## config.mk

```make
export PLATFORM = sky130hd
export DESIGN_NAME = thc_cordic_cell
export DESIGN_NICKNAME = d
export VERILOG_FILES = /design/src/hw/rtl/thc_pkg.sv /design/src/hw/rtl/thc_cordic_cell.sv
export SDC_FILE = /design/constraint.sdc
export NUM_CORES = 1
export LEC_CHECK = 0
export BUFFER_PORTS_ARGS = -buffer_cell sky130_fd_sc_hd__buf_2
export CAP_MARGIN = 40
export CORE_MARGIN = 8
export CORE_UTILIZATION = 47
export CTS_CLUSTER_DIAMETER = 50
export DETAILED_ROUTE_END_ITERATION = 10
export PLACE_DENSITY = 0.77
export SLEW_MARGIN = 20
export SYNTH_ARGS = -nofsm -noshare
export SYNTH_HDL_FRONTEND = slang
export SYNTH_SLANG_ARGS = --single-unit
```

## constraint.sdc

```tcl
create_clock -name clk -period 3.98 [get_ports clk]
set_input_delay 0.796 -clock clk [delete_from_list [all_inputs] [get_ports clk]]
set_output_delay 0.796 -clock clk [all_outputs]
set_load 0.02 [all_outputs]
```

## src/hw/rtl/thc_pkg.sv

```systemverilog
// shared constants, register codes and tables for the tilt compensated heading block
// no dependencies; imported by every module of the block
`default_nettype none
package thc_pkg;

  localparam int THC_FIELD_BITS    = 16;
  localparam int THC_CORDIC_STAGES = 16;

  // angle constants, q3.13 and q2.30 radians
  localparam int PI_Q13     = 25736;
  localparam int TWO_PI_Q13 = 51472;
  localparam logic signed [33:0] PI_Q30 = 34'sd3373259426;

  // q1.12 unity and half lsb
  localparam int ONE_Q12  = 4096;
  localparam int HALF_Q12 = 2048;
  localparam int CONF_W   = 13;

  // configuration register codes
  typedef enum logic [2:0] {
    REG_BIAS_X   = 3'd0,
    REG_BIAS_Y   = 3'd1,
    REG_BIAS_Z   = 3'd2,
    REG_SCALE_X  = 3'd3,
    REG_SCALE_Y  = 3'd4,
    REG_SCALE_Z  = 3'd5,
    REG_EXPECTED = 3'd6,
    REG_DECL     = 3'd7
  } cfg_reg_t;

  // confidence side flags that travel with the division lanes
  typedef struct packed {
    logic m4_zero;
    logic big_dev;
    logic vert;
  } conf_flags_t;

  // cordic arctangent table, q2.30 radians
  localparam logic signed [33:0] ATAN_Q30 [24] = '{
    34'sd843314857, 34'sd497837829, 34'sd263043837, 34'sd133519495,
    34'sd67021687,  34'sd33543516,  34'sd16775851,  34'sd8388437,
    34'sd4194283,   34'sd2097149,   34'sd1048576,   34'sd524288,
    34'sd262144,    34'sd131072,    34'sd65536,     34'sd32768,
    34'sd16384,     34'sd8192,      34'sd4096,      34'sd2048,
    34'sd1024,      34'sd512,       34'sd256,       34'sd128
  };

endpackage
`default_nettype wire

```

## src/hw/rtl/thc_cordic_cell.sv

```systemverilog
// one vectoring micro-rotation of the atan2 cordic chain
// depends on thc_pkg for the arctangent table
`default_nettype none
module thc_cordic_cell import thc_pkg::*; #(
  parameter int CW  = 40,
  parameter int ZW  = 34,
  parameter int IDX = 0
) (
  input  wire logic                 clk,
  input  wire logic                 en,
  input  wire logic signed [CW-1:0] x_i,
  input  wire logic signed [CW-1:0] y_i,
  input  wire logic signed [ZW-1:0] z_i,
  output logic signed      [CW-1:0] x_o,
  output logic signed      [CW-1:0] y_o,
  output logic signed      [ZW-1:0] z_o
);

  logic signed [CW-1:0] x_r, y_r, x_nxt, y_nxt, xs, ys;
  logic signed [ZW-1:0] z_r, z_nxt;
  logic                 y_pos, y_neg;

  // rotate toward the x axis, accumulate the angle
  always_comb begin
    xs    = x_i >>> IDX;
    ys    = y_i >>> IDX;
    y_neg = y_i[CW-1];
    y_pos = !y_i[CW-1] && (y_i != '0);
    x_nxt = x_i;
    y_nxt = y_i;
    z_nxt = z_i;
    if (y_pos) begin
      x_nxt = x_i + ys;
      y_nxt = y_i - xs;
      z_nxt = z_i + ZW'(ATAN_Q30[IDX]);
    end else if (y_neg) begin
      x_nxt = x_i - ys;
      y_nxt = y_i + xs;
      z_nxt = z_i - ZW'(ATAN_Q30[IDX]);
    end
  end

  always_ff @(posedge clk) begin
    if (en) begin
      x_r <= x_nxt;
      y_r <= y_nxt;
      z_r <= z_nxt;
    end
  end

  assign x_o = x_r;
  assign y_o = y_r;
  assign z_o = z_r;

endmodule
`default_nettype wire

```

==> metrics.yaml <==
sta:
  tns_ns: 0
  hold_viol_final: 0
  fmax_mhz: 257.4
  final-setup-viol-count: 0
  hold-worst-slack_ns: 0.6754
  final-max-slew-violation-count: 0
  worst_slew_pin_slew_ns: 0.8031
  fin_crit_sh_pct: 97.61
  rsz0062_at_grt: "false"
  slew_headroom_pct: 45.78
  period_needed_ns: 3.885
setup_path:
  worstPathCellList: "buf_2, inv_1, ha_1, a21o_1, a21oi_1, a21boi_0, buf_4, or3_1, a31o_1, a211o_1, buf_4, a2111oi_4, nor3_1, a311oi_1"
  critPathLaunch: "x_i[3]"
  cp-end-kind: "register"
  cp_common_cell: "buf_4"
  crit_arrival_ns: 4.15
  critPathKind: "in2reg"
  startpoint_type: "primary input"
  crit_buf_inv: 4
  crit_family: "compound AO/OA/AOI/OAI gates"
  max_stage_delay_ns: 0.39
  cp_slowest_cell: "a21oi_1"
  path_max_fanout: 4
  cp_data_required_time_ns: 4.25
yosys:
  synth_edf_count: 114
  ys_ff_latch: 114
  synth_cells: 1573
  netlist_top_cells_area: "edfxtp_1 (27%), ha_1 (13%), xnor2_1 (6.3%), a21oi_1 (6.2%), o21ai_0 (4.6%)"
  synthArstFlopShare_pct: 0
  synth_top_cell_by_area: "edfxtp_1"
  synth.avg_cell_area_um2: 8.065
  synth_cell_type_count: 74
  seq_area_frac_synth_pct: 26.98
  synth_top_area_share_pct: 26.98
  syn_nets: 1823
  netlist_area_mm2: 0.01269
  synth-main-ff-cell: "edfxtp_1"
  yosys_warnings: 0
routing:
  routedWlPerCell_um: 21.14
  drt-pass1-iter-count: 6
  wirelength_mm: 49.53
  viasPerCell: 6.065
  ant_nets: 0
  drcViolationCount: 0
  vias: 14210
  drt_iter0_markers: 1796
clocking:
  clock_tree.root_cell: "clkbuf_16"
  clkSlewWorstSetupHoldPaths_ns: 0.07
  cts_tree: "done"
  cts_hold_buf: 0
  numClockSinks: 114
  clockBufferDepth: 2
  htree_levels: 4
  cts_made_buffers: 17
final_layout:
  final_common_cell: "buf_4"
  stdcell_count: 2343
  syn_to_final_growth_pct: 30.02
  fillers: 2387
  nets: 2238
  drive_gt1_share_pct: 26.84
  regArea_mm2: 0.003423
  multi_input_area_mm2: 0.008459
  final_cell_mix: "buf_4 (250), buf_2 (227), a21oi_1 (158)"
place:
  place_hpwl_mm: 39.03
  numPortBuffers: 229
  gp_congestion: 1.039
  placedCellCount: 2310
floorplanning:
  die_x_um: 180.3
  initial_core_util_pct: 47.47
  rows: 60
  die-area_mm2: 0.03250
  num_io_pins: 230
  fp.dieH_um: 180.3
  core_area_mm2: 0.02673
hold_path:
  min_from: "z_i[33]"
  hold_path_class: "in2reg"
grt:
  grt_overflow_total: 0
  grt.total_usage_pct: 29.30
  grt_max_degree: 65
  grt_pass1_wl_mm: 77.08
  antenna_found_initial: 1
  grt_pass1_vias: 14150
power_and_ir_drop:
  power-per-cell-area_mw_per_mm2: 340.9
  p_leak_uw: 0.007503
  vdd_drop_max_uv: 246.8
  power_uw: 5623
flow_run:
  drv_cap: 0
status:
  status: "finished clean"
## logic make-up after synthesis
logic type / after synthesis / synth area share [%]
buffers and inverters: 213 / 6.460
DFF: 114 / 26.98
and+or+nand+nor: 447 / 16.49
xor gates and xnor gates: 117 / 8.078
adders and majority gates: 134 / 13.39
AOI/OAI and AO/OA: 539 / 27.85
muxes: 9 / 0.7397
## synthesized netlist by cell type, types with 4 or more instances
cell       number
a21oi_1       158
nor2_1        132
ha_1          131
nand2_1       126
inv_1         123
o21ai_0       116
edfxtp_1      114
xnor2_1        91
clkbuf_1       67
nor3_1         36
nand3_1        35
xor2_1         26
o21bai_1       25
a21o_1         23
nor2b_1        23
o221ai_1       20
o31ai_1        20
a211oi_1       18
a31oi_1        18
nand4_1        18
nor4_1         18
a22oi_1        16
a221oi_1       13
nand2b_1       13
o211ai_1       12
and3_1         11
buf_2          10
a311oi_1        9
o22ai_1         9
and2_1          8
buf_1           8
a21boi_0        7
mux2i_1         6
o31a_1          6
or2_2           6
a211o_1         5
a32oi_1         5
and4_1          5
o2111ai_1       5
or3_1           5
clkinv_1        4
o32ai_1         4
o41ai_1         4
or4_1           4
## timing repair
item                       in CTS  in global routing
buffers inserted                0                  0
setup endpoints to repair       0                  1
resized for setup               0                  1
## layout make-up
class | count | area share (%)
Clock buffer | 17 | 2.579
Tap cell | 341 | 2.587
Antenna cell | 1 | 0.01517
Multi-Input combinational cell | 1246 | 51.29
Sequential cell | 114 | 20.75
Inverter | 127 | 2.890
Clock inverter | 15 | 0.9709
Timing Repair Buffer | 482 | 18.92
## routing by layer
layer / wire [um] / vias up / global-route usage, %
met2: 23140 / 744 / 48.58
met3: 3713 / 115 / 4.435
li1: - / 6584 / -
met5: 0 / - / 0
met1: 20950 / 6767 / 37.82
met4: 1728 / 0 / 11.54
## report_power, final
part	internal [uW]	leakage (uW)	switching [uW]
clock	892	0.000284	720
sequential	1550	0.00111	46.4
combinational	970	0.00611	1450
total	3410	0.00750	2210
## path summary, 6_finish.rpt
path / to / slack [ns] / depth (start not counted)
hold / removal: z_o[33] / 0.68 / 2
setup / recovery: x_o[37] / 0.09 / 14
## flip-flops by register name, summed over array words and instances, names as in the netlist
| name | flops |
|---|---|
| x_o | 40 |
| z_o | 34 |
| y_o | 40 |
## through the flow
| step | setup WS, ns | instance area [um2] | utilization [%] |
|---|---|---|---|
| detailed placement | -0.3151 | 15910 | 59.51 |
| CTS | 0.1335 | 16490 | 61.70 |
| global placement | -0.2739 | 15880 | 59.41 |
| global route | 0.01585 | 16490 | 61.72 |
| finish | 0.09497 | 16490 | 61.72 |
| floorplan | 0.2472 | 12690 | - |
No activity file was read; power rests on OpenSTA's default activity.
