File: config.mk
export PLATFORM = sky130hd
export DESIGN_NAME = thc_div_cell
export DESIGN_NICKNAME = d
export VERILOG_FILES = /design/src/hw/rtl/thc_pkg.sv /design/src/hw/rtl/thc_div_cell.sv
export SDC_FILE = /design/constraint.sdc
export NUM_CORES = 1
export LEC_CHECK = 0
export ABC_AREA = 1
export BUFFER_PORTS_ARGS = -buffer_cell sky130_fd_sc_hd__buf_2
export CAP_MARGIN = 20
export CORE_MARGIN = 3
export CORE_UTILIZATION = 30
export CTS_CLUSTER_DIAMETER = 40
export CTS_CLUSTER_SIZE = 30
export DETAILED_ROUTE_END_ITERATION = 8
export PLACE_DENSITY_LB_ADDON = 0.2
export SYNTH_ARGS = -nofsm -noshare
export SYNTH_HDL_FRONTEND = slang
export SYNTH_SLANG_ARGS = --single-unit
File: constraint.sdc
create_clock -name clk -period 4.05 [get_ports clk]
set_input_delay 0.2025 -clock clk [delete_from_list [all_inputs] [get_ports clk]]
set_output_delay 0.2025 -clock clk [all_outputs]
set_load 0.005 [all_outputs]
File: src/hw/rtl/thc_pkg.sv
// shared constants, register codes and tables for the tilt compensated heading block
// no dependencies; imported by every module of the block
`default_nettype none
package thc_pkg;

  localparam int THC_FIELD_BITS    = 16;
  localparam int THC_CORDIC_STAGES = 16;

  // angle constants, q3.13 and q2.30 radians
  localparam int PI_Q13     = 25736;
  localparam int TWO_PI_Q13 = 51472;
  localparam logic signed [33:0] PI_Q30 = 34'sd3373259426;

  // q1.12 unity and half lsb
  localparam int ONE_Q12  = 4096;
  localparam int HALF_Q12 = 2048;
  localparam int CONF_W   = 13;

  // configuration register codes
  typedef enum logic [2:0] {
    REG_BIAS_X   = 3'd0,
    REG_BIAS_Y   = 3'd1,
    REG_BIAS_Z   = 3'd2,
    REG_SCALE_X  = 3'd3,
    REG_SCALE_Y  = 3'd4,
    REG_SCALE_Z  = 3'd5,
    REG_EXPECTED = 3'd6,
    REG_DECL     = 3'd7
  } cfg_reg_t;

  // confidence side flags that travel with the division lanes
  typedef struct packed {
    logic m4_zero;
    logic big_dev;
    logic vert;
  } conf_flags_t;

  // cordic arctangent table, q2.30 radians
  localparam logic signed [33:0] ATAN_Q30 [24] = '{
    34'sd843314857, 34'sd497837829, 34'sd263043837, 34'sd133519495,
    34'sd67021687,  34'sd33543516,  34'sd16775851,  34'sd8388437,
    34'sd4194283,   34'sd2097149,   34'sd1048576,   34'sd524288,
    34'sd262144,    34'sd131072,    34'sd65536,     34'sd32768,
    34'sd16384,     34'sd8192,      34'sd4096,      34'sd2048,
    34'sd1024,      34'sd512,       34'sd256,       34'sd128
  };

endpackage
`default_nettype wire

File: src/hw/rtl/thc_div_cell.sv
// one quotient bit of a restoring division chain with a 13 bit quotient
// depends on thc_pkg for the confidence width
`default_nettype none
module thc_div_cell import thc_pkg::*; #(
  parameter int NW  = 34,
  parameter int DVW = 21,
  parameter int K   = 12
) (
  input  wire logic              clk,
  input  wire logic              en,
  input  wire logic [NW-1:0]     rem_i,
  input  wire logic [DVW-1:0]    dv_i,
  input  wire logic [CONF_W-1:0] q_i,
  output logic      [NW-1:0]     rem_o,
  output logic      [DVW-1:0]    dv_o,
  output logic      [CONF_W-1:0] q_o
);

  logic [NW-1:0]     rem_r, shd;
  logic [DVW-1:0]    dv_r;
  logic [CONF_W-1:0] q_r;
  logic              ge;

  // compare against the shifted divisor
  always_comb begin
    shd = NW'(dv_i) << K;
    ge  = rem_i >= shd;
  end

  always_ff @(posedge clk) begin
    if (en) begin
      rem_r <= ge ? rem_i - shd : rem_i;
      dv_r  <= dv_i;
      q_r   <= q_i | (CONF_W'(ge) << K);
    end
  end

  assign rem_o = rem_r;
  assign dv_o  = dv_r;
  assign q_o   = q_r;

endmodule
`default_nettype wire

==> tab_implementation.tex <==
\begin{tabular}{lr}
\hline
Metric & Value \\
\hline
\multicolumn{2}{l}{\textbf{STA}} \\
Worst Max-Slew Pin Slew & 0.880 ns \\
Final Max Slew Viols & 0 \\
Finish-stage setup viols & 0 \\
Tcrit/Tclk final & 50.4\% \\
Number of failing hold endpoints at the final stage & 0 \\
Worst slew slack as a fraction of its limit & 41.4\% \\
TNS Setup & 0 ns \\
Post-layout min period & 2.04 ns \\
F\_max & 0.490 GHz \\
RSZ-0062 raised after global routing & false \\
\multicolumn{2}{l}{\textbf{Final layout}} \\
Area growth from synthesis to layout & 29.7\% \\
Antenna Cells & 0 \\
Post-layout nets & 707 \\
Final std cell area, no fill & 0.00522 mm2 \\
Share of final-layout standard cells stronger than drive strength 1 & 28.7\% \\
\multicolumn{2}{l}{\textbf{Detailed routing}} \\
First-pass DRT Iterations & 4 \\
Iteration-0 DRC count of the detailed router & 180 \\
Via count of the routed design & 3404 \\
Drt drc & 0 \\
Vias per inst & 4.30 \\
Total wire length & 10500 um \\
Average wire per standard cell & 13.3 um \\
Antenna violation net count after detailed routing & 0 \\
\multicolumn{2}{l}{\textbf{Clock tree}} \\
CTS tree & yes \\
CTS clk-pin slew, worst paths & 0.06 ns \\
Number of buffers created by CTS & 9 \\
Post-cts sizing count & 0 \\
Number of buffers inserted for hold repair after clock tree synthesis & 0 \\
CTS Root Buffer Type & sky130\_fd\_sc\_hd\_\_clkbuf\_16 \\
Number of clock sinks seen by CTS & 68 \\
Number of setup buffers added after CTS & 0 \\
Buffer depth of the longest clock path & 2 \\
Total number of H-tree levels & 3 \\
\multicolumn{2}{l}{\textbf{Run status}} \\
Outcome & finished clean \\
\multicolumn{2}{l}{\textbf{Critical path}} \\
Critical path buffer and inverter count & 4 \\
Critical path's top delay family & simple AND/OR/NAND/NOR gates \\
Largest incremental delay on the critical path & 0.41 ns \\
Required time reported for the critical path endpoint & 4.14 ns \\
Biggest fanout along the worst timing path & 25 \\
Data arrival, critical path & 2.13 ns \\
Highest-delay cell along the critical path & sky130\_fd\_sc\_hd\_\_fa\_1 \\
Ordered list of cells on the worst path & buf\_2, inv\_1, ha\_1, fa\_1, inv\_1, nand2\_1, nand3\_2, nand2\_2, nand2\_2, nand2\_2, nand2\_4, inv\_4, nand2\_1, nand2\_1 \\
Startpoint Class & input port \\
Kind of critical path & input port to flip-flop \\
Critical path endpoint category & flip-flop \\
\multicolumn{2}{l}{\textbf{Synth}} \\
Synth Area in Simple Gates & 28.3\% \\
Area of the mapped netlist & 0.00402 mm2 \\
Cells after synthesis & 471 \\
Synth Area in Adders & 7.03\% \\
Yosys warning total & 0 \\
Synth Area in XOR/XNOR & 2.18\% \\
Dominant combinational cell family by area after synthesis & simple AND/OR/NAND/NOR gates \\
Mean Syn Cell Area & 8.54 um2 \\
Sequential element share of the synthesized area & 50.8\% \\
Multiplexer area fraction after synthesis & 0\% \\
FF+latch count, synth & 68 \\
Nets in the synthesized netlist & 563 \\
Compound-cell area share of the yosys netlist & 2.43\% \\
Synth cell types & 28 \\
\multicolumn{2}{l}{\textbf{Floorplanning}} \\
Number of rows in the core area & 41 \\
Y dimension of the die & 122 um \\
Core area & 0.0129 mm2 \\
Initial cell density of the core & 31.2\% \\
Area enclosed by the die boundary & 0.0148 mm2 \\
Die X & 122 um \\
Number of top-level pins & 138 \\
\multicolumn{2}{l}{\textbf{GRT}} \\
Pin count of the biggest net entering global routing & 69 \\
Via count of the first global-routing pass & 3298 \\
Antenna violations before repair & 0 \\
Global routing usage summed across all routing layers & 14.5\% \\
First-pass GRT wire length & 16300 um \\
Total congestion overflow & 0 \\
\multicolumn{2}{l}{\textbf{Placed design}} \\
Count of buffers inserted at the top-level ports & 137 \\
Final weighted congestion of routability-driven global placement & 0.826 \\
Post-placement cell area & 0.00488 mm2 \\
Detailed Place HPWL & 8260 um \\
\multicolumn{2}{l}{\textbf{Power}} \\
IR drop worst, VDD & 0.166 mV \\
Power density over the cells & 421 mW/mm2 \\
Sw Pwr & 0.000567 W \\
Internal Pwr Total & 0.00163 W \\
Leak Pwr & 2.67 nW \\
Share of total power in the clock network & 40.8\% \\
Switching Fraction & 25.8\% \\
Logic gate share of total power & 19.3\% \\
Share of power burned in registers & 39.9\% \\
\multicolumn{2}{l}{\textbf{Min path}} \\
Class of the tightest hold or removal check & input port to flip-flop \\
\multicolumn{2}{l}{\textbf{Flow run}} \\
Max-cap viol count & 0 \\
\hline
\end{tabular}
power by group through the flow:
stage	sequential, W	clock, W	combinational (W)
floorplan	0.000906	0	0.000236
global placement	0.000892	0	0.000429
detailed placement	0.000892	0	0.000431
CTS	0.000879	0.000924	0.000434
global route	0.000885	0.000953	0.000485
finish	0.000878	0.000897	0.000424
routing by layer:
metal | vias to the layer above | GRT usage, % | part of all wire (%)
met3 | 12 | 4.32 | 7.7
met1 | 1499 | 19.2 | 46
met5 | - | 0 | 0
met4 | 0 | 5.53 | 2.0
met2 | 108 | 22.5 | 44
li1 | 1785 | - | -
area by class of cell:
cell class	instances	area (um2)
Inverter	86	325
Clock inverter	6	113
Clock buffer	10	229
Tap cell	172	215
Multi-Input combinational cell	313	1610
Fill cell	1342	7660
Sequential cell	68	2040
Timing Repair Buffer	137	688
state kept, by name, summed over array words and instances, names as in the netlist:
register / cells
dv_o: 21
q_o: 13
rem_o: 34
final timing paths:
path | start | end | cells after the start
max | rem_i[12] | rem_o[28] | 14
min | q_i[4] | q_o[4] | 1
metrics by stage:
step / setup WS, ns / total power [W] / util (%) / instances / hold WS (ns)
3_3_place_gp: 1.66 / 0.00132 / 37.9 / 776 / 0.379
5_1_grt: 1.84 / 0.00232 / 40.5 / 792 / 0.0235
3_5_place_dp: 1.63 / 0.00132 / 37.9 / 776 / 0.384
2_1_floorplan: 2.19 / 0.00114 / - / 471 / 0.301
6_report: 2.01 / 0.00220 / 40.5 / 792 / 0.0373
4_1_cts: 1.98 / 0.00224 / 40.5 / 792 / 0.0258
placed cells by master (no fill, tap or decap), types with 2 or more instances in the layout:
master	count
sky130_fd_sc_hd__clkbuf_16	9
sky130_fd_sc_hd__edfxtp_1	68
sky130_fd_sc_hd__clkinv_4	2
sky130_fd_sc_hd__inv_2	3
sky130_fd_sc_hd__bufinv_16	3
sky130_fd_sc_hd__nand2_2	10
sky130_fd_sc_hd__xor2_1	9
sky130_fd_sc_hd__a21oi_2	2
sky130_fd_sc_hd__nor2_2	2
sky130_fd_sc_hd__nand4_1	4
sky130_fd_sc_hd__ha_1	21
sky130_fd_sc_hd__nor2_1	31
sky130_fd_sc_hd__nand3b_1	6
sky130_fd_sc_hd__nor3_1	4
sky130_fd_sc_hd__nand3_1	26
sky130_fd_sc_hd__a21oi_1	11
sky130_fd_sc_hd__inv_1	82
sky130_fd_sc_hd__buf_2	136
sky130_fd_sc_hd__nand3_2	5
sky130_fd_sc_hd__nand2_1	173
Yosys cell counts:
library cell	n	area (um2)
sky130_fd_sc_hd__nor2_2	2	12.5
sky130_fd_sc_hd__nand2_4	1	11.3
sky130_fd_sc_hd__xor2_1	9	78.8
sky130_fd_sc_hd__o21ai_0	1	5.00
sky130_fd_sc_hd__ha_1	21	263
sky130_fd_sc_hd__inv_1	82	308
sky130_fd_sc_hd__a21oi_1	11	55.1
sky130_fd_sc_hd__nor3_1	4	20.0
sky130_fd_sc_hd__o21bai_1	1	7.51
sky130_fd_sc_hd__nand2_1	173	649
sky130_fd_sc_hd__edfxtp_1	68	2040
sky130_fd_sc_hd__o21ai_1	1	5.00
sky130_fd_sc_hd__nand4_1	4	25.0
sky130_fd_sc_hd__fa_1	1	20.0
sky130_fd_sc_hd__buf_8	1	15.0
sky130_fd_sc_hd__inv_4	1	6.26
sky130_fd_sc_hd__xnor2_1	1	8.76
sky130_fd_sc_hd__nor2_1	31	116
sky130_fd_sc_hd__nor3_2	1	10.0
sky130_fd_sc_hd__nand3b_1	6	45.0
sky130_fd_sc_hd__or2_2	1	6.26
sky130_fd_sc_hd__nand3_1	26	130
sky130_fd_sc_hd__inv_2	3	11.3
sky130_fd_sc_hd__nand3_2	5	50.1
sky130_fd_sc_hd__a21oi_2	2	17.5
sky130_fd_sc_hd__nand2_2	10	62.6
sky130_fd_sc_hd__o21a_1	1	7.51
sky130_fd_sc_hd__buf_6	3	33.8
cell families (layout without fill, tap and decap cells):
| kind of cell | count (synthesis) | count (layout) |
|---|---|---|
| fa+ha+maj | 22 | 22 |
| simple gates | 264 | 264 |
| xor+xnor | 10 | 10 |
| flops | 68 | 68 |
| buf+inv | 90 | 239 |
| compound gates | 17 | 17 |
Note: power is estimated with default switching activity, not from simulation.
