==> config.mk <==
export PLATFORM = sky130hd
export DESIGN_NAME = thc_sqrt_cell
export DESIGN_NICKNAME = d
export VERILOG_FILES = /design/src/hw/rtl/thc_pkg.sv /design/src/hw/rtl/thc_sqrt_cell.sv
export SDC_FILE = /design/constraint.sdc
export NUM_CORES = 1
export LEC_CHECK = 0
export ABC_AREA = 1
export BUFFER_PORTS_ARGS = -buffer_cell sky130_fd_sc_hd__buf_2
export CAP_MARGIN = 15
export CORE_ASPECT_RATIO = 1.75
export CORE_UTILIZATION = 50
export CTS_CLUSTER_DIAMETER = 200
export DETAILED_ROUTE_END_ITERATION = 7
export PLACE_DENSITY_LB_ADDON = 0.12
export SYNTH_ARGS = -nofsm -noshare
export SYNTH_HDL_FRONTEND = slang
export SYNTH_SLANG_ARGS = --single-unit
==> constraint.sdc <==
create_clock -name clk -period 2.3 [get_ports clk]
set_clock_uncertainty 0.15 [all_clocks]
set_input_delay 0.23 -clock clk [delete_from_list [all_inputs] [get_ports clk]]
set_output_delay 0.23 -clock clk [all_outputs]
set_load 0.01 [all_outputs]
==> src/hw/rtl/thc_pkg.sv <==
// shared constants, register codes and tables for the tilt compensated heading block
// no dependencies; imported by every module of the block
`default_nettype none
package thc_pkg;

  localparam int THC_FIELD_BITS    = 16;
  localparam int THC_CORDIC_STAGES = 16;

  // angle constants, q3.13 and q2.30 radians
  localparam int PI_Q13     = 25736;
  localparam int TWO_PI_Q13 = 51472;
  localparam logic signed [33:0] PI_Q30 = 34'sd3373259426;

  // q1.12 unity and half lsb
  localparam int ONE_Q12  = 4096;
  localparam int HALF_Q12 = 2048;
  localparam int CONF_W   = 13;

  // configuration register codes
  typedef enum logic [2:0] {
    REG_BIAS_X   = 3'd0,
    REG_BIAS_Y   = 3'd1,
    REG_BIAS_Z   = 3'd2,
    REG_SCALE_X  = 3'd3,
    REG_SCALE_Y  = 3'd4,
    REG_SCALE_Z  = 3'd5,
    REG_EXPECTED = 3'd6,
    REG_DECL     = 3'd7
  } cfg_reg_t;

  // confidence side flags that travel with the division lanes
  typedef struct packed {
    logic m4_zero;
    logic big_dev;
    logic vert;
  } conf_flags_t;

  // cordic arctangent table, q2.30 radians
  localparam logic signed [33:0] ATAN_Q30 [24] = '{
    34'sd843314857, 34'sd497837829, 34'sd263043837, 34'sd133519495,
    34'sd67021687,  34'sd33543516,  34'sd16775851,  34'sd8388437,
    34'sd4194283,   34'sd2097149,   34'sd1048576,   34'sd524288,
    34'sd262144,    34'sd131072,    34'sd65536,     34'sd32768,
    34'sd16384,     34'sd8192,      34'sd4096,      34'sd2048,
    34'sd1024,      34'sd512,       34'sd256,       34'sd128
  };

endpackage
`default_nettype wire

==> src/hw/rtl/thc_sqrt_cell.sv <==
// one result bit of the digit by digit integer square root chain
// depends on thc_pkg
`default_nettype none
module thc_sqrt_cell import thc_pkg::*; #(
  parameter int SQW = 42,
  parameter int RMW = 23,
  parameter int RTW = 21
) (
  input  wire logic           clk,
  input  wire logic           en,
  input  wire logic [SQW-1:0] rad_i,
  input  wire logic [RMW-1:0] rem_i,
  input  wire logic [RTW-1:0] root_i,
  output logic      [SQW-1:0] rad_o,
  output logic      [RMW-1:0] rem_o,
  output logic      [RTW-1:0] root_o
);

  logic [SQW-1:0] rad_r;
  logic [RMW-1:0] rem_r, rem_nxt;
  logic [RTW-1:0] root_r, root_nxt;
  logic [RMW+1:0] rem_t, trial;
  logic           ge;

  // bring down two radicand bits and try the next root bit
  always_comb begin
    rem_t    = {rem_i, rad_i[SQW-1:SQW-2]};
    trial    = (RMW+2)'({root_i, 2'b01});
    ge       = rem_t >= trial;
    rem_nxt  = ge ? RMW'(rem_t - trial) : RMW'(rem_t);
    root_nxt = {root_i[RTW-2:0], ge};
  end

  always_ff @(posedge clk) begin
    if (en) begin
      rad_r  <= rad_i << 2;
      rem_r  <= rem_nxt;
      root_r <= root_nxt;
    end
  end

  assign rad_o  = rad_r;
  assign rem_o  = rem_r;
  assign root_o = root_r;

endmodule
`default_nettype wire

==> reports/qor.yml, run 1 <==
synth_edf_count: 84
drive_gt1_share_pct: 26.8
power_density_nw_per_um2: 666
max_stage_delay_ps: 360
initial_core_util_pct: 51.6
fp-row-count: 46
irDropWorstVdd_mv: 0.454
routed_wl_mm: 15.4
pin_count: 174
synthCells: 542
slew_viol_final: 0
drc: 0
cts_sinks: 84
fin_nets: 903
min_from: "rem_i[14]"
num_vias: 4664
ant_nets: 0
grt_overflow_total: 0
yosys_warnings: 0
synth_top_area_cell: "edfxtp_1"
clkSlewWorstSetupHoldPaths_ps: 60
crit_top_cell: "nand2_1"
fin_setup_tns_ps: 0
crit_required_ps: 2230
post-cts-setup-buffers: 0
place_congestion: 0.925
period_share_pct: 86.6
fp.dieH_um: 130
setup_viol_count_final: 0
postPlaceCellArea_um2: 5810
fmax_mhz: 502
synthMostInstantiatedCell: "nand2_1"
grt_pass1_wl_mm: 22.7
fill_cells: 666
status: "completed"
rsz0062_at_grt: "false"
synth_cell_types: 27
crit_arrival_ps: 1920
grt_start_max_net_pins: 43
cts_max_path_buffers: 2
dp_hpwl_mm: 10.5
drt_iter0_drc: 365
setup.worst_path.end_class: "register"
crit_path_max_fanout: 14
grt_usage_pct: 32.2
p_leak_nw: 3.50
area_growth_pct: 43.3
yosysSeqAreaShare_pct: 53.7
synth_common_cells: "206 x nand2_1, 105 x inv_1, 84 x edfxtp_1"
cp-start-kind: "primary input"
ys_ff_latch: 84
synth_top_area_share_pct: 53.7
hold_violations: 0
final_area_um2: 6730
period_needed_ps: 1990
post_drt_wl_per_cell_um: 16.8
antenna_found_initial: 1
crit_start: "root_i[7]"
htree_num_levels: 3
dieArea_um2: 9800
cts_root_buf: "clkbuf_16"
crit_family: "simple AND/OR/NAND/NOR gates"
cap_violations: 0
async_reset_ff_share_pct: 0
syn_area_um2: 4700
synth-main-ff-cell: "edfxtp_1"
cts_buffers: 9
grt_pass1_vias: 4676
dr.pass1.iters: 6
multi_input_area_um2: 1710
syn_area_per_cell_um2: 8.66
vias_per_cell: 5.09
core_um2: 9090
path_class: "in2reg"
cp.buffers_inverters: 3
path_cells: "buf_2 -> inv_1 -> ha_1 -> nand2_1 -> nor2_2 -> nand2_1 -> nor3_2 -> nand3_2 -> buf_4 -> nand4_1 -> nand2_1"
die_w_um: 75.3
cts_tree: "yes"
seqCellArea_um2: 2520
ctsResizeCount: 0
critPathSlowestCell: "ha_1"
io_buffers: 171
synth_area_leaders: "edfxtp_1 54%, nand2_1 16%, inv_1 8.4%, ha_1 6.1%, nand4_1 3.6%"
holdCritPathClass: "in2reg"
-- stage by stage --
step	std cells	hold slack, ps	power [mW]	util [%]	setup WS, ps
floorplan	543	179	2.44	-	330
global route	917	103	4.66	74.0	196
detailed placement	841	259	2.85	63.9	29.2
CTS	916	83.6	4.45	74.0	375
finish	917	94.9	4.48	74.0	308
global placement	841	256	2.83	63.9	59.8
-- power by group --
part | leakage [nW] | internal (mW) | total [mW] | switching, mW
sequential | 0.822 | 1.87 | 1.91 | 0.0437
clock | 0.150 | 0.947 | 1.54 | 0.593
combinational | 2.53 | 0.423 | 1.03 | 0.602
total | 3.50 | 3.24 | 4.48 | 1.24
-- placed cells by master, fill, tap and decap left out, types with 4 or more instances in the layout --
| cell type | count |
|---|---|
| a21oi_1 | 11 |
| buf_2 | 170 |
| buf_4 | 16 |
| clkbuf_16 | 9 |
| dlygate4sd3_1 | 60 |
| edfxtp_1 | 84 |
| ha_1 | 23 |
| inv_1 | 105 |
| nand2_1 | 206 |
| nand3_1 | 24 |
| nand3_2 | 4 |
| nand4_1 | 27 |
| nor2_1 | 24 |
| xor2_1 | 9 |
-- path summary, 6_finish.rpt --
path                                  end  slack [ps]  cells past startpoint
worst min-delay path  rem_o[16]$_DFFE_PP_          90                      3
worst max-delay path   rem_o[6]$_DFFE_PP_         310                     11
-- sequential cells by signal, summed over array words and instances, names as in the netlist --
signal and cells:
rad_o 40, rem_o 23, root_o 21
-- routing by layer --
layer  vias to the layer above  share of wire (%)  wire (um)  GRT usage (%)
met1                      2074                 33       5100           31.2
li1                       2237                  -          -              -
met2                       279                 53       8140           59.4
met5                         -                  0          0              0
met4                         0                6.8       1040           21.8
met3                        74                7.0       1080           5.79
-- logic make-up after synthesis --
logic type / after synthesis / synth area share (%)
DFF: 84 / 53.7
and+or+nand+nor: 294 / 26.8
xor gates and xnor gates: 10 / 1.87
other: 1 / 0.0799
AOI/OAI and AO/OA: 13 / 1.47
adders and majority gates: 23 / 6.13
buffers and inverters: 117 / 9.96
-- timing repair --
action | 4_1_cts | 5_1_grt
endpoints found under the hold margin | 60 | 0
hold buffers | 60 | 0
setup endpoints to repair | 0 | 0
-- layout make-up --
type	count	share of cell area, %
multi-input combinational	342	25.4
inverter	106	5.91
tap	120	2.23
clock inverter	6	1.32
antenna	1	0.0372
sequential	84	37.5
clock buffer	9	3.35
timing repair buffer	249	24.3
No activity file was read; power rests on OpenSTA's default activity.
==> inputs of run 2 (changes only) <==
--- a/config.mk
+++ b/config.mk
@@ -9,10 +9,12 @@
 export BUFFER_PORTS_ARGS = -buffer_cell sky130_fd_sc_hd__buf_2
 export CAP_MARGIN = 15
 export CORE_ASPECT_RATIO = 1.75
+export CORE_MARGIN = 4
 export CORE_UTILIZATION = 50
 export CTS_CLUSTER_DIAMETER = 200
 export DETAILED_ROUTE_END_ITERATION = 7
 export PLACE_DENSITY_LB_ADDON = 0.12
+export RECOVER_POWER = 100
 export SYNTH_ARGS = -nofsm -noshare
 export SYNTH_HDL_FRONTEND = slang
 export SYNTH_SLANG_ARGS = --single-unit
==> run 2 against run 1 <==
Compared with the run above: critical path depth unchanged; first-iteration DRC count decreased by 6.3%; clock power increased by 3%; global-route usage decreased by 4.0 points; wire length about the same; sequential share of layout area increased by 1.2 points; sequential power about the same; count of clock-buffer cells in the layout unchanged; via count decreased by 2.6%; total power decreased by 0.78%; cell count decreased by 0.65%; critical endpoint is now rem_o[12]$_DFFE_PP_; largest cell class unchanged.
==> reports/qor.yml, run 2 (synthesis gave the netlist of run 1 again) <==
grt_start_max_net_pins: 46  # +7.0%
htree_num_levels: 3  # unchanged
routed_wl_mm: 15.4  # about the same
cts_sinks: 84  # unchanged
dp_slack_ps: 4.12  # -25.1 ps
vias_per_cell: 4.99  # -2.0%
post-cts-setup-buffers: 0  # unchanged
antenna_found_initial: 0  # -1
setup.worst_path.end_class: "register"
grt_pass1_wl_mm: 23.1  # +1.9%
period_needed_ps: 2060  # +64.7 ps
p_leak_nw: 3.18  # -9.3%
crit_arrival_ps: 2000  # +80 ps
hold_violations: 0  # unchanged
die_w_um: 81.3  # +8.0%
pin_count: 174  # unchanged
fill_cells: 748  # +12%
slew_headroom_pct: 17.9
clkSlewWorstSetupHoldPaths_ps: 70  # about the same
antenna_cells: 0  # -1
power_density_nw_per_um2: 681  # +2.3%
io_buffers: 171  # unchanged
fp-row-count: 46  # unchanged
path_class: "in2reg"
largest_reg_flops: 40  # unchanged
seqCellArea_um2: 2520  # unchanged
cts_tree: "yes"
status: "completed"
core_um2: 9090  # unchanged
grt_usage_pct: 28.2  # -4.0 points
cap_violations: 0  # unchanged
ant_nets: 0  # unchanged
irDropWorstVdd_mv: 0.453  # about the same
fin_ws_ps: 244  # -64.7 ps
rsz0062_at_grt: "false"
crit_path_max_fanout: 15  # +1
slew_viol_final: 0  # unchanged
drive_gt1_share_pct: 13.1  # -14 points
initial_core_util_pct: 51.6  # unchanged
fmax_mhz: 486  # -3.1%
dieArea_um2: 11100  # +13%
cts_buffers: 9  # unchanged
dp_hpwl_mm: 10.4  # -0.86%
grt_pass1_vias: 4595  # -1.7%
num_vias: 4543  # -2.6%
ctsResizeCount: 0  # unchanged
area_growth_pct: 38.9
fin_setup_tns_ps: 0  # unchanged
crit_required_ps: 2240  # about the same
place_congestion: 0.925  # unchanged
cts_root_buf: "clkbuf_16"
holdBufCountCts: 60  # unchanged
final_common_cell: "nand2_1"
grt_overflow_total: 0  # unchanged
dr.pass1.iters: 5  # -1
drt_iter0_drc: 342  # -6.3%
tightest_slew_ps: 1230
holdCritPathClass: "in2reg"
cp-start-kind: "primary input"
setup_viol_count_final: 0  # unchanged
fin_nets: 897  # -0.66%
multi_input_area_um2: 1700  # -0.29%
cts_max_path_buffers: 2  # unchanged
fp.dieH_um: 136  # +4.6%
post_drt_wl_per_cell_um: 16.9  # +0.65%
most-common-layout-cells: "206 x nand2_1, 105 x inv_1, 103 x clkbuf_1"
period_share_pct: 89.4  # +2.8 points
drc: 0  # unchanged
-- run 2: cell types whose count changed in the layout (fill, tap and decap cells not counted), moves of 2 or more --
| cell | change |
|---|---|
| buf_12 | -2 |
| buf_2 | -103 |
| buf_4 | -8 |
| clkbuf_1 | +103 |
| clkbuf_2 | +3 |
-- run 2: worst paths after layout --
kind	start	end	slack [ps]	cells after the start
max	root_i[8]	rem_o[12]$_DFFE_PP_	240	11
min	rem_i[14]	rem_o[16]$_DFFE_PP_	80	3
-- run 2: through the flow --
step                      power (mW)  instances  utilization [%]  cell area, um^2  hold WS (ps)
final                           4.44        911             71.7             6520          80.8
after global routing            4.64        911             71.7             6520          91.6
after CTS                       4.46        911             73.4             6680          76.4
after detailed placement        2.82        835             63.3             5750           258
after global placement          2.81        835             63.3             5750           256
after floorplan                 2.44        543                -             4700           179
-- run 2: worst max-delay path: stages --
cell      delay [ps]
clkbuf_1         110
inv_1             50
ha_1             340
nand2_1          160
nor2_2           200
nand2_1          130
nor3_2           190
nand3_2          130
buf_4            230
nand4_1          130
nand2_1           80
-- run 2: metal layers --
layer / GRT usage (%) / wire (um)
met5: 0 / 0
met4: 11.5 / 500
met3: 4.84 / 917
met2: 54.8 / 8540
met1: 28.4 / 5410
-- run 2: layout make-up --
class                           instances  area share (%)
Tap cell                              120            2.30
Clock inverter                          7            1.50
Clock buffer                            9            3.45
Multi-Input combinational cell        342            26.1
Inverter                              106            6.10
Sequential cell                        84            38.7
Timing Repair Buffer                  243            21.8
-- run 2: power breakdown --
group / internal [mW] / switching [mW]
Sequential: 1.87 / 0.0459
Clock: 0.957 / 0.624
Combinational: 0.360 / 0.587
==> inputs of run 3 (changes only) <==
--- a/config.mk
+++ b/config.mk
@@ -9,7 +9,7 @@
 export BUFFER_PORTS_ARGS = -buffer_cell sky130_fd_sc_hd__buf_2
 export CAP_MARGIN = 15
 export CORE_ASPECT_RATIO = 1.75
-export CORE_MARGIN = 4
+export CORE_MARGIN = 3
 export CORE_UTILIZATION = 50
 export CTS_CLUSTER_DIAMETER = 200
 export DETAILED_ROUTE_END_ITERATION = 7
==> run 3 against run 2 <==
Compared with the run above: via count down 1.3%; cell area shrank 0.31%; maximum frequency up 0.60%; cell count grew 0.11%; core utilization down 0.22 points; first-iteration DRC count is 4.7% lower; wire length fell by 3.5%; highest routed layer unchanged.
==> reports/qor.yml, run 3 (synthesis gave the netlist of run 1 again) <==
report.power.total_mw: 4.33  # -2.6%
largest_reg_flops: 40  # unchanged
cts_tree: "yes"
grt_pass1_wl_mm: 22.7  # -1.6%
drive_gt1_share_pct: 14.0  # +0.87 points
io_buffers: 171  # unchanged
post_drt_wl_per_cell_um: 16.3  # -3.6%
vias_per_cell: 4.92  # -1.4%
cp-start-kind: "primary input"
setup.worst_path.end_class: "register"
cts_root_buf: "clkbuf_16"
slew_headroom_pct: 38.4  # +21 points
cts_buffers: 9  # unchanged
cts_max_path_buffers: 2  # unchanged
ant_nets: 0  # unchanged
core_um2: 9090  # unchanged
crit_required_ps: 2240  # about the same
p_sw_share_pct: 28.8  # +0.47 points
cts_sinks: 84  # unchanged
p_int_mw: 3.08  # -3.3%
rsz0062_at_grt: "false"
slew_viol_final: 0  # unchanged
final_area_um2: 6500  # -0.31%
path_cells: "clkbuf_1 -> inv_1 -> ha_1 -> nand2_1 -> nor2_2 -> nand2_1 -> nor3_2 -> nand3_1 -> buf_4 -> nand4_1 -> nand2_1"
tightest_slew_ps: 924  # -308 ps
ctsResizeCount: 0  # unchanged
drc: 0  # unchanged
switching_power_mw: 1.24  # -1.0%
crit_arrival_ps: 1990  # about the same
hold_violations: 0  # unchanged
place_congestion: 0.874  # -5.5%
initial_core_util_pct: 51.6  # unchanged
area_growth_pct: 38.5
period_needed_ps: 2040  # -12.3 ps
htree_num_levels: 3  # unchanged
grt_usage_pct: 28.2  # +0.037 points
num_vias: 4484  # -1.3%
die_w_um: 79.3  # -2.5%
grt_overflow_total: 0  # unchanged
critPathSlowestCell: "ha_1"
combPwrFrac_pct: 21.7  # +0.4 points
pin_count: 174  # unchanged
fp-row-count: 46  # unchanged
crit_top_cell: "nand2_1"
p_leak_nw: 3.18  # +0.18%
holdCritPathClass: "in2reg"
fmax_mhz: 489  # +0.60%
routed_wl_mm: 14.8  # -3.5%
period_share_pct: 88.9  # -0.54 points
status: "completed"
cap_violations: 0  # unchanged
p_clk_share_pct: 34.0  # -1.6 points
drt_iter0_drc: 326  # -4.7%
max_stage_delay_ps: 350  # about the same
final_common_cell: "nand2_1"
postPlaceCellArea_um2: 5750  # about the same
most-common-layout-cells: "206 x nand2_1, 105 x inv_1, 98 x clkbuf_1"
setup_viol_count_final: 0  # unchanged
dr.pass1.iters: 5  # unchanged
dp_hpwl_mm: 10.6  # +1.4%
crit_path_max_fanout: 11  # -4
fp.dieH_um: 134  # -1.5%
irDropWorstVdd_mv: 0.473  # +4.3%
antenna_cells: 0  # unchanged
clkSlewWorstSetupHoldPaths_ps: 70  # about the same
fin_nets: 898  # +0.11%
path_class: "in2reg"
hold_slack_ps: 86.5  # +5.72 ps
antenna_found_initial: 0  # unchanged
fin_setup_tns_ps: 0  # unchanged
power_frac_seq_pct: 44.2  # +1.1 points
dieArea_um2: 10600  # -3.9%
grt_start_max_net_pins: 40  # -13%
grt_pass1_vias: 4520  # -1.6%
power_density_nw_per_um2: 665  # -2.3%
==> run 3: cell count changes in the layout (fill, tap and decap cells not counted) <==
cell | previous run | this run
clkinv_1 | 1 | 0
buf_12 | 1 | 0
clkbuf_2 | 3 | 2
clkbuf_4 | 1 | 0
clkinvlp_4 | 1 | 2
bufinv_16 | 2 | 1
clkbuf_1 | 103 | 98
buf_4 | 8 | 11
buf_2 | 67 | 74
==> run 3: worst max-delay path: cells and delay by family <==
family	cells	cell delay [ps]
adder cells (fa/ha/maj)	1	350
buffers and inverters	3	410
AND/OR/NAND/NOR	7	1000
==> run 3: area by class of cell <==
class | count | area [um^2]
Clock buffer | 10 | 229
Clock inverter | 6 | 71.3
Fill cell | 757 | 2590
Inverter | 106 | 398
Multi-Input combinational cell | 342 | 1700
Sequential cell | 84 | 2520
Tap cell | 120 | 150
Timing Repair Buffer | 244 | 1430
==> run 3: final timing paths <==
kind | startpoint | to | slack (ps) | depth (start not counted)
setup / recovery | root_i[9] | rem_o[13]$_DFFE_PP_ | 260 | 11
hold / removal | rem_i[14] | rem_o[16]$_DFFE_PP_ | 90 | 3
==> run 3: layer usage <==
metal | GRT usage (%) | up-vias | routed length, um
li1 | - | 2225 | -
met1 | 29.5 | 2003 | 5270
met2 | 53.6 | 220 | 8120
met3 | 5.24 | 36 | 892
met4 | 12.0 | 0 | 544
met5 | 0 | - | 0
==> run 3: power by group through the flow <==
stage | registers, mW | clock network, mW | logic [mW]
3_3_place_gp | 1.93 | 0 | 0.880
5_1_grt | 1.93 | 1.56 | 1.05
3_5_place_dp | 1.93 | 0 | 0.895
6_report | 1.91 | 1.47 | 0.941
2_1_floorplan | 2.02 | 0 | 0.414
4_1_cts | 1.90 | 1.48 | 0.978
==> run 3: metrics by stage <==
step                instances  util (%)  setup slack [ps]
floorplan                 543         -               330
global placement          836      63.2              5.90
detailed placement        836      63.2              6.78
CTS                       912      73.1               356
global route              912      71.5              98.2
finish                    912      71.5               256
==> run 3: repair_timing <==
item,CTS,global route
hold buffers,60,0
setup buffers,0,0
hold endpoints to repair,60,0
